--- src/design/bounded_int_deque_unit_defines.svh ---
// assertion macros shared by the deque unit
`ifndef BOUNDED_INT_DEQUE_UNIT_DEFINES_SVH
`define BOUNDED_INT_DEQUE_UNIT_DEFINES_SVH

// same-cycle implication, checked outside reset
`define BID_ASSERT_NOW(label, ante, cons) \
    label: assert property (@(posedge clk) disable iff (!rst_n) (ante) |-> (cons)) \
        else $error("deque unit check failed");

// next-cycle implication, checked outside reset
`define BID_ASSERT_NEXT(label, ante, cons) \
    label: assert property (@(posedge clk) disable iff (!rst_n) (ante) |=> (cons)) \
        else $error("deque unit check failed");

`endif

--- src/design/bid_pkg.sv ---
package bid_pkg;

    localparam int MODE_W   = 3;
    localparam int VALUE_W  = 32;
    localparam int POS_W    = 8;
    localparam int STATUS_W = 2;

    // slave tdata: value, position
    localparam int IN_TDATA_W = ((VALUE_W + POS_W + 7) / 8) * 8;

    typedef enum logic [MODE_W-1:0] {
        MODE_PUSH_HEAD = 3'd0,
        MODE_PUSH_TAIL = 3'd1,
        MODE_POP_HEAD  = 3'd2,
        MODE_POP_TAIL  = 3'd3,
        MODE_READ_AT   = 3'd4,
        MODE_READ_HEAD = 3'd5,
        MODE_READ_TAIL = 3'd6
    } mode_t;

    typedef enum logic [STATUS_W-1:0] {
        ST_OK    = 2'd0,
        ST_EMPTY = 2'd1,
        ST_FULL  = 2'd2
    } status_t;

endpackage

--- src/design/bid_ram.sv ---
module bid_ram #(
    parameter int WIDTH = 32,
    parameter int DEPTH = 16
) (
    input  logic                     clk,
    input  logic                     wr_en,
    input  logic [$clog2(DEPTH)-1:0] wr_addr,
    input  logic [WIDTH-1:0]         wr_data,
    input  logic                     rd_en,
    input  logic [$clog2(DEPTH)-1:0] rd_addr,
    output logic [WIDTH-1:0]         rd_data
);

    logic [WIDTH-1:0] mem [DEPTH];
    logic [WIDTH-1:0] rd_data_reg;

    always_ff @(posedge clk)
    begin
        if (wr_en)
        begin
            mem[wr_addr] <= wr_data;
        end
        if (rd_en)
        begin
            rd_data_reg <= mem[rd_addr];
        end
    end

    assign rd_data = rd_data_reg;

endmodule

--- src/design/bounded_int_deque_unit.sv ---
// bounded deque of signed 32-bit values held in a ring buffer of DEPTH entries
// request channel s_*: s_tuser carries the mode, s_tdata the value and position;
// a transaction is taken when s_tvalid and s_tready are both high
// response channel m_*: one transaction per request, in request order, giving the
// data read or popped, the status, the empty flag and the count after the request
// m_tvalid is registered: the ram read register and the pending stage load at the
// accepting edge, the output register when the pending stage moves on
// throughput: one request per cycle while responses are taken; head index and count
// are updated at accept time, so the next request already sees the new pointers, and
// each request makes at most one access to the single-port-per-direction ram
// when the receiver stalls the response waits in the output register, one more
// request can finish its ram access behind it, and then s_tready drops
// reset empties the deque (head index and count to zero) and drops m_tvalid;
// the ram contents are not cleared, only slots inside the occupied window are read
module bounded_int_deque_unit #(
    parameter int DEPTH = 16
) (
    input  logic                            clk,
    input  logic                            rst_n,
    input  logic                            s_tvalid,
    output logic                            s_tready,
    // value [31:0], position [39:32]
    input  logic [bid_pkg::IN_TDATA_W-1:0]  s_tdata,
    // mode [2:0]
    input  logic [bid_pkg::MODE_W-1:0]      s_tuser,
    output logic                            m_tvalid,
    input  logic                            m_tready,
    // data [31:0], empty_res [32], count [32+CNT_W:33], zero fill to whole bytes
    output logic [((bid_pkg::VALUE_W + 1 + $clog2(DEPTH + 1) + 7) / 8) * 8 - 1:0] m_tdata,
    // status [1:0]
    output logic [bid_pkg::STATUS_W-1:0]    m_tuser
);

    localparam int AW      = $clog2(DEPTH);
    localparam int AW1     = AW + 1;
    localparam int CNT_W   = $clog2(DEPTH + 1);
    localparam int CMP_W   = bid_pkg::POS_W + 1;
    localparam int VW      = bid_pkg::VALUE_W;

    // pointer state
    logic [AW-1:0]    head_reg, head_next;
    logic [CNT_W-1:0] occ_reg, occ_next;

    // request fields
    bid_pkg::mode_t            mode;
    logic [VW-1:0]             value;
    logic [bid_pkg::POS_W-1:0] position;

    logic              acc;
    logic              full, empty;
    logic [CNT_W-1:0]  occ_m1;
    logic [AW-1:0]     head_dec, head_inc;
    logic              pos_ok;
    logic              wr_en, rd_en;
    logic [AW-1:0]     addr;
    bid_pkg::status_t  status;
    logic [VW-1:0]     ram_rdata;

    // ram access stage
    logic              p_valid_reg, p_valid_next;
    logic              p_rd_reg;
    bid_pkg::status_t  p_status_reg;
    logic [CNT_W-1:0]  p_count_reg;
    logic              p_move;

    // output register
    logic              m_valid_reg, m_valid_next;
    logic [VW-1:0]     out_data_reg;
    bid_pkg::status_t  out_status_reg;
    logic [CNT_W-1:0]  out_count_reg;

    function automatic logic [AW-1:0] slot_of(input logic [AW-1:0] base,
                                              input logic [AW-1:0] k);
        logic [AW1-1:0] sum;
        sum = {1'b0, base} + {1'b0, k};
        if (sum >= AW1'(DEPTH))
        begin
            sum = sum - AW1'(DEPTH);
        end
        return sum[AW-1:0];
    endfunction

    assign mode     = bid_pkg::mode_t'(s_tuser);
    assign value    = s_tdata[VW-1:0];
    assign position = s_tdata[VW +: bid_pkg::POS_W];

    assign p_move   = p_valid_reg && (!m_valid_reg || m_tready);
    assign s_tready = !p_valid_reg || p_move;
    assign acc      = s_tvalid && s_tready;

    assign full     = (occ_reg == CNT_W'(DEPTH));
    assign empty    = (occ_reg == '0);
    assign occ_m1   = occ_reg - CNT_W'(1);
    assign head_dec = (head_reg == '0) ? AW'(DEPTH - 1) : head_reg - AW'(1);
    assign head_inc = (head_reg == AW'(DEPTH - 1)) ? '0 : head_reg + AW'(1);
    assign pos_ok   = ({1'b0, position} < CMP_W'(occ_reg));

    // request decode: pointer update and the single ram access
    always_comb
    begin
        head_next = head_reg;
        occ_next  = occ_reg;
        wr_en     = 1'b0;
        rd_en     = 1'b0;
        addr      = head_reg;
        status    = bid_pkg::ST_OK;
        unique case (mode)
            bid_pkg::MODE_PUSH_HEAD:
            begin
                if (full)
                begin
                    status = bid_pkg::ST_FULL;
                end
                else
                begin
                    addr      = head_dec;
                    wr_en     = acc;
                    head_next = head_dec;
                    occ_next  = occ_reg + CNT_W'(1);
                end
            end
            bid_pkg::MODE_PUSH_TAIL:
            begin
                if (full)
                begin
                    status = bid_pkg::ST_FULL;
                end
                else
                begin
                    addr     = slot_of(head_reg, occ_reg[AW-1:0]);
                    wr_en    = acc;
                    occ_next = occ_reg + CNT_W'(1);
                end
            end
            bid_pkg::MODE_POP_HEAD:
            begin
                if (empty)
                begin
                    status = bid_pkg::ST_EMPTY;
                end
                else
                begin
                    addr      = head_reg;
                    rd_en     = acc;
                    head_next = head_inc;
                    occ_next  = occ_m1;
                end
            end
            bid_pkg::MODE_POP_TAIL:
            begin
                if (empty)
                begin
                    status = bid_pkg::ST_EMPTY;
                end
                else
                begin
                    addr     = slot_of(head_reg, occ_m1[AW-1:0]);
                    rd_en    = acc;
                    occ_next = occ_m1;
                end
            end
            bid_pkg::MODE_READ_AT:
            begin
                if (!pos_ok)
                begin
                    status = bid_pkg::ST_EMPTY;
                end
                else
                begin
                    addr  = slot_of(head_reg, position[AW-1:0]);
                    rd_en = acc;
                end
            end
            bid_pkg::MODE_READ_HEAD:
            begin
                if (empty)
                begin
                    status = bid_pkg::ST_EMPTY;
                end
                else
                begin
                    addr  = head_reg;
                    rd_en = acc;
                end
            end
            bid_pkg::MODE_READ_TAIL:
            begin
                if (empty)
                begin
                    status = bid_pkg::ST_EMPTY;
                end
                else
                begin
                    addr  = slot_of(head_reg, occ_m1[AW-1:0]);
                    rd_en = acc;
                end
            end
            default:
            begin
                status = bid_pkg::ST_OK;
            end
        endcase
    end

    bid_ram #(
        .WIDTH (VW),
        .DEPTH (DEPTH)
    ) u_ram (
        .clk     (clk),
        .wr_en   (wr_en),
        .wr_addr (addr),
        .wr_data (value),
        .rd_en   (rd_en),
        .rd_addr (addr),
        .rd_data (ram_rdata)
    );

    always_comb
    begin
        p_valid_next = p_valid_reg;
        if (acc)
        begin
            p_valid_next = 1'b1;
        end
        else if (p_move)
        begin
            p_valid_next = 1'b0;
        end
    end

    always_comb
    begin
        m_valid_next = m_valid_reg;
        if (p_move)
        begin
            m_valid_next = 1'b1;
        end
        else if (m_tready)
        begin
            m_valid_next = 1'b0;
        end
    end

    always_ff @(posedge clk or negedge rst_n)
    begin
        if (!rst_n)
        begin
            head_reg    <= '0;
            occ_reg     <= '0;
            p_valid_reg <= 1'b0;
            m_valid_reg <= 1'b0;
        end
        else
        begin
            if (acc)
            begin
                head_reg <= head_next;
                occ_reg  <= occ_next;
            end
            p_valid_reg <= p_valid_next;
            m_valid_reg <= m_valid_next;
        end
    end

    always_ff @(posedge clk)
    begin
        if (acc)
        begin
            p_rd_reg     <= rd_en;
            p_status_reg <= status;
            p_count_reg  <= occ_next;
        end
        if (p_move)
        begin
            out_data_reg   <= p_rd_reg ? ram_rdata : '0;
            out_status_reg <= p_status_reg;
            out_count_reg  <= p_count_reg;
        end
    end

    always_comb
    begin
        m_tdata                  = '0;
        m_tdata[VW-1:0]          = out_data_reg;
        m_tdata[VW]              = (out_count_reg == '0);
        m_tdata[VW + 1 +: CNT_W] = out_count_reg;
    end

    assign m_tuser  = out_status_reg;
    assign m_tvalid = m_valid_reg;

`include "bounded_int_deque_unit_defines.svh"

    `BID_ASSERT_NOW(a_occ_bound, 1'b1, occ_reg <= CNT_W'(DEPTH))
    `BID_ASSERT_NOW(a_ram_one_port, 1'b1, !(wr_en && rd_en))
    `BID_ASSERT_NEXT(a_acc_pending, acc, p_valid_reg)
    `BID_ASSERT_NOW(a_full_count, m_valid_reg && (out_status_reg == bid_pkg::ST_FULL), out_count_reg == CNT_W'(DEPTH))
    `BID_ASSERT_NOW(a_no_write_on_reject, acc && (status != bid_pkg::ST_OK), !wr_en && !rd_en && (occ_next == occ_reg))

endmodule
--- config.mk ---
export PLATFORM = sky130hd
export DESIGN_NAME = bounded_int_deque_unit
export DESIGN_NICKNAME = d
export VERILOG_FILES = /design/src/design/bid_pkg.sv /design/src/design/bid_ram.sv /design/src/design/bounded_int_deque_unit.sv
export VERILOG_INCLUDE_DIRS = /design/src /design/src/design
export SDC_FILE = /design/constraint.sdc
export NUM_CORES = 1
export LEC_CHECK = 0
export BUFFER_PORTS_ARGS = -buffer_cell sky130_fd_sc_hd__buf_2
export CORE_MARGIN = 4
export CORE_UTILIZATION = 54
export CTS_CLUSTER_DIAMETER = 120
export DETAILED_ROUTE_END_ITERATION = 7
export MAX_ROUTING_LAYER = met4
export PLACE_DENSITY_LB_ADDON = 0.3
export SLEW_MARGIN = 20
export SYNTH_ARGS = -nofsm -noshare
export SYNTH_HDL_FRONTEND = slang
export SYNTH_SLANG_ARGS = --single-unit
--- constraint.sdc ---
create_clock -name clk -period 9.4 [get_ports clk]
set_input_delay 0.94 -clock clk [delete_from_list [all_inputs] [get_ports clk]]
set_output_delay 0.94 -clock clk [all_outputs]
set_load 0.02 [all_outputs]
==> results of run 1 <==
==> worst max-delay path: stages, from the launching register on <==
cell	delay [ns]
dfrtp_1	0.48
inv_1	0.21
ha_1	0.23
or4b_1	0.63
nor2_2	0.31
a2111o_1	0.20
o21ai_4	0.07
buf_4	0.35
nand2_4	0.97
nand2_1	0.49
nor2_4	0.68
buf_4	0.39
==> synth_stat cells (25+ instances only) <==
library cell,instances
o22ai_1,34
a22oi_1,32
o21ai_0,82
edfxtp_1,591
mux4_2,32
a31o_2,32
and2_1,34
a221oi_1,33
nor2_1,39
buf_2,25
a21oi_1,81
clkbuf_1,60
nand2_1,30
mux2i_1,125
nand3_1,72
a31o_1,31
==> final cells by class <==
| cell class | count | share of cell area |
|---|---|---|
| flip-flops and latches | 602 | 0.654 |
| multi-input cells | 786 | 0.226 |
| clock buffers | 76 | 0.0559 |
| repair buffers | 122 | 0.0283 |
| well taps | 600 | 0.0272 |
| clock inverters | 23 | 0.00703 |
| inverters | 15 | 0.00204 |
==> layer usage <==
| layer | GRT usage | routed length, um |
|---|---|---|
| met5 | - | 0 |
| met4 | 0.0744 | 1760 |
| met3 | 0.0385 | 3970 |
| met2 | 0.354 | 26600 |
| met1 | 0.320 | 23300 |
==> power breakdown <==
| part | leakage [nW] | switching [mW] | internal, mW | total (mW) |
|---|---|---|---|---|
| clock | 0.842 | 0.937 | 1.23 | 2.16 |
| sequential | 5.49 | 0.106 | 3.17 | 3.28 |
| combinational | 2.90 | 1.78 | 1.15 | 2.94 |
| total | 9.24 | 2.82 | 5.55 | 8.38 |
==> stage by stage <==
stage                     worst slack [ns]  cells
after floorplan                       4.51   1512
after global placement                3.79   2121
after detailed placement              3.75   2125
after CTS                             3.96   2224
after global routing                  3.72   2224
final                                 3.89   2224
==> layout by cell type, fill, tap and decap left out, types with 31 or more instances in the layout <==
| master | netlist | routed |
|---|---|---|
| a31o_1 | 31 | 31 |
| o22ai_1 | 34 | 33 |
| clkbuf_16 | 0 | 59 |
| nand3_1 | 72 | 72 |
| a31o_2 | 32 | 32 |
| buf_2 | 25 | 88 |
| o21ai_0 | 82 | 82 |
| mux2i_1 | 125 | 125 |
| a221oi_1 | 33 | 33 |
| and2_1 | 34 | 33 |
| mux4_2 | 32 | 32 |
| a21oi_1 | 81 | 81 |
| a22oi_1 | 32 | 32 |
| edfxtp_1 | 591 | 591 |
==> kinds of logic (layout without fill, tap and decap cells) <==
| group | after synthesis | after routing |
|---|---|---|
| DFF | 602 | 602 |
| AOI/OAI and AO/OA | 369 | 369 |
| and+or+nand+nor | 223 | 223 |
| muxes | 159 | 159 |
| buffers and inverters | 124 | 236 |
| adders and majority gates | 21 | 21 |
| xor gates and xnor gates | 12 | 12 |
| other | 1 | 2 |
==> worst max-delay path by stage <==
stage,end,from
after floorplan,u_ram.mem[12][0],s_tdata[35]
after global placement,u_ram.mem[7][30],s_tdata[35]
after detailed placement,u_ram.mem[7][1],s_tdata[35]
after CTS,u_ram.mem[7][11],occ_reg[0]
after global routing,u_ram.mem[11][16],occ_reg[1]
final,u_ram.mem[7][5],occ_reg[0]
==> flow_metrics.tcl, run 1 <==
set metrics [dict create \
    route.detailed.drc 0 \
    r2r_slack_ns 3.89 \
    synth_flop_cell "edfxtp_1" \
    min_period_over_period 0.586 \
    path_max_fanout 69 \
    htreeDepth 2 \
    hold_viol_final 0 \
    die-area_um2 49200 \
    synth-simple-area-share 0.0467 \
    finalSetupViolCount 0 \
    cts_buffers 58 \
    grt_max_degree 155 \
    drive_above_1_share 0.182 \
    async_reset_ff_frac 0.0183 \
    r2r_cells 11 \
    synth_seq_cells 602 \
    final.fill_count 3326 \
    status "complete, no violations" \
    clkLatencyLatePin_ns 0.61 \
    synthMuxAreaShare 0.0808 \
    area_growth_pct 11.7 \
    cp-end-kind "flip-flop" \
    synth_top_family_by_area "compound AO/OA/AOI/OAI gates" \
    num_vias 14100 \
    die_x_um 222 \
    synth_edf_count 591 \
    fin_area_um2 27600 \
    grt_pass1_vias 14100 \
    rsz0062_at_grt "no" \
    antenna_found_initial 0 \
    hold_buffers 0 \
    ys_seq_area_frac 0.730 \
    clock.fmax_mhz 182 \
    num_io_pins 91 \
    wl_mm 55.7 \
    synth_area_um2 24700 \
    synth_top_cell_area_share 0.719 \
    cts_root_buf "clkbuf_16" \
    drt_iter0_drc 1753 \
    postSynthCellCount 1511 \
    n_antenna_cell 0 \
    rows 78 \
    cts.repair.resized 0 \
    core-area_um2 45300 \
    placed_cell_area_um2 25800 \
    multi_input_area_um2 6220 \
    postCtsSetupBuffers 0 \
    vdd.ir_drop.worst_uv 248 \
    synth_warnings 0 \
    clk_pin_slew_ns 0.06 \
    hp-class "primary input to async pin" \
    p_per_area_nw_per_um2 304 \
    hpwl_mm 30.4 \
    avgSynthCellArea_um2 16.3 \
    clockBufferDepth 3 \
    synth.lib_cells_used.distinct 69 \
    setup_tns_ns 0 \
    synth_fa_ha_area_frac 0.0116 \
    worst_slew_pin_slew_ns 1.13 \
    maxCapViolCount 0 \
    place_congestion 0.934 \
    synth_compound_area_frac 0.0999 \
    whs_ns 0.214 \
    drtPass1Iterations 5 \
    via_per_inst 6.33 \
    r2r_start "occ_reg[0]" \
    reg2reg_to "u_ram.mem[7][5]" \
    power_mw 8.38 \
    skew_ns 0.0203 \
    numPortBuffers 88 \
    start_util 0.545 \
    grt_pass1_wl_mm 85.5 \
    synth.area.top_cells "edfxtp_1, mux2i_1, mux4_2" \
    regArea_um2 18000 \
    largest_reg_flops 512 \
    p_leak_nw 9.24 \
    worstSetupPathType "flip-flop to flip-flop" \
    fin_crit_ns 5.51 \
    synth_xor_area_frac 0.00426 \
    wire_per_inst_um 25.0 \
    slew_headroom 0.247 \
    yosys.area.top_type "edfxtp_1" \
    cts_tree "yes" \
    track_usage 0.230 \
    finalMaxSlewViolations 0 \
    clock_sinks 602 \
    die_height_um 222 \
    cp-start-kind "flip-flop" \
    final_core_util 0.609 \
    postRouteAntennaNets 0 \
    crit_arrival_ns 5.79 \
    cp_data_required_time_ns 9.68 \
    nets 1653 \
    overflow 0 \
]
Note: power is estimated with default switching activity, not from simulation.
==> run 2, diff against run 1 <==
Clock period 9.4 ns to 5.77 ns, I/O delays scaled along.
==> run 2 against run 1 <==
  * Via count up 1.5%
  * Sequential share of layout area down 0.54 points
  * Highest routed layer unchanged
  * Largest power group unchanged
  * Wire length up 4.9%
  * Clock-buffer cell count shrank 5
  * Non-clock buffer count rose by 14
  * Register-to-register slack worse by 3.0 ns
  * Flip-flop and latch count unchanged
  * Fmax up 13%
  * Cell count rose by 0.90%
  * Die area unchanged
  * Clock power up 71%
==> flow_metrics.tcl, run 2 (synthesis gave the netlist of run 1 again) <==
set metrics [dict create \
    worstSetupPathType "flip-flop to flip-flop" \
    wire_per_inst_um 26.0 \
    antenna_found_initial 0 \
    start_util 0.545 \
    place_congestion 0.861 \
    clkLatencyLatePin_ns 0.61 \
    cts_buffers 58 \
    cp-end-kind "flip-flop" \
    drt_iter0_drc 1875 \
    hold_viol_final 0 \
    final.fill_count 3271 \
    whs_ns 0.185 \
    htreeDepth 2 \
    cts_tree "yes" \
    crit_end "u_ram.mem[1][1]" \
    p_int_mw 9.21 \
    path_max_fanout 35 \
    p_leak_nw 9.36 \
    postCtsSetupBuffers 0 \
    cts_root_buf "clkbuf_16" \
    worst_slew_pin_slew_ns 1.06 \
    maxCapViolCount 0 \
    slew_headroom 0.290 \
    clock_sinks 602 \
    drtPass1Iterations 6 \
    fin_crit_ns 4.88 \
    numPortBuffers 88 \
    nets 1667 \
    route.detailed.drc 0 \
    hp-class "primary input to flip-flop" \
    clockPowerShare 0.265 \
    vdd.ir_drop.worst_uv 407 \
    rows 78 \
    die_x_um 222 \
    cp-start-kind "flip-flop" \
    die_height_um 222 \
    status "complete, no violations" \
    r2r_slack_ns 0.89 \
    cts.repair.resized 0 \
    reg2reg_to "u_ram.mem[1][1]" \
    via_per_inst 6.37 \
    combPwrFrac 0.354 \
    critPathLaunch "occ_reg[0]" \
    rsz0062_at_grt "no" \
    layout_common_cells "edfxtp_1, mux2i_1, buf_2" \
    final_common_cell "edfxtp_1" \
    hpwl_mm 34.9 \
    swShare 0.341 \
    num_io_pins 91 \
    wl_mm 58.4 \
    clk_pin_slew_ns 0.06 \
    sequentialPowerShare 0.381 \
    clockBufferDepth 3 \
    overflow 0 \
    grt_pass1_wl_mm 89.1 \
    skew_ns 0.0200 \
    r2r_cells 10 \
    grt_max_degree 93 \
    finalMaxSlewViolations 0 \
    setup_tns_ns 0 \
    die-area_um2 49200 \
    grt_pass1_vias 14200 \
    min_period_over_period 0.846 \
    power_switching_mw 4.77 \
    largest_reg_flops 512 \
    clock.fmax_mhz 205 \
    crit_arrival_ns 5.18 \
    area_growth_pct 12.7 \
    postRouteAntennaNets 0 \
    finalSetupViolCount 0 \
    cp_data_required_time_ns 6.07 \
    core-area_um2 45300 \
    num_vias 14300 \
    drive_above_1_share 0.189 \
    p_per_area_nw_per_um2 503 \
    track_usage 0.242 \
    r2r_start "occ_reg[0]" \
]
==> run 2: how the worst min path moves through the flow <==
stage | cells past startpoint | end | slack (ns) | startpoint
4_1_cts | 2 | p_valid_reg | 0.17 | s_tvalid
3_3_place_gp | 0 | out_count_reg[0] | 0.40 | p_count_reg[0]
3_5_place_dp | 0 | out_count_reg[0] | 0.41 | p_count_reg[0]
2_1_floorplan | 0 | head_reg[0] | 0.28 | rst_n
6_report | 2 | p_valid_reg | 0.19 | s_tvalid
5_1_grt | 2 | p_valid_reg | 0.18 | s_tvalid
==> run 2: layer usage <==
layer	share of wire	vias up	global-route usage
li1	-	6246	-
met1	0.40	7293	0.326
met2	0.49	651	0.393
met3	0.078	99	0.0397
met4	0.025	0	0.0626
met5	0	-	-
==> run 2: power groups by stage <==
stage	Combinational (mW)	Clock, mW	Sequential (mW)
floorplan	3.58	0	5.38
global placement	4.84	0	5.41
detailed placement	4.89	0	5.41
CTS	4.92	3.75	5.33
global route	5.30	3.95	5.35
finish	4.95	3.70	5.33
==> run 2: per-stage QoR <==
stage | area, um^2 | setup slack [ns] | utilization | power [mW] | std cells
6_report | 27800 | 0.887 | 0.614 | 14.0 | 2244
5_1_grt | 27800 | 0.667 | 0.614 | 14.6 | 2243
3_3_place_gp | 26000 | 1.01 | 0.573 | 10.3 | 2138
3_5_place_dp | 26000 | 0.940 | 0.573 | 10.3 | 2138
2_1_floorplan | 24700 | 1.04 | - | 8.96 | 1512
4_1_cts | 27800 | 0.920 | 0.614 | 14.0 | 2243
==> run 2: critical path: stages, from the launching register on <==
cell,delay [ns]
dfrtp_1,0.50
inv_1,0.22
ha_1,0.23
nor4b_2,0.52
nor2_1,0.25
a22o_1,0.30
a31o_2,0.26
nor2_4,0.82
nand2_1,0.49
nor2_4,0.65
buf_4,0.32
==> run 2: final cells by class <==
cell class | count | area, um^2 | area share
antenna | 1 | 2.50 | 0.0000900
clock buffer | 71 | 1520 | 0.0547
clock inverter | 33 | 313 | 0.0113
inverter | 15 | 56.3 | 0.00203
multi-input combinational | 786 | 6220 | 0.224
sequential | 602 | 18000 | 0.648
tap | 600 | 751 | 0.0270
timing repair buffer | 136 | 916 | 0.0329
==> run 2: repair_timing <==
item | CTS | global route
endpoints found under the hold margin | 11 | 0
endpoints found under the setup margin | 0 | 0
hold buffers | 1 | 0
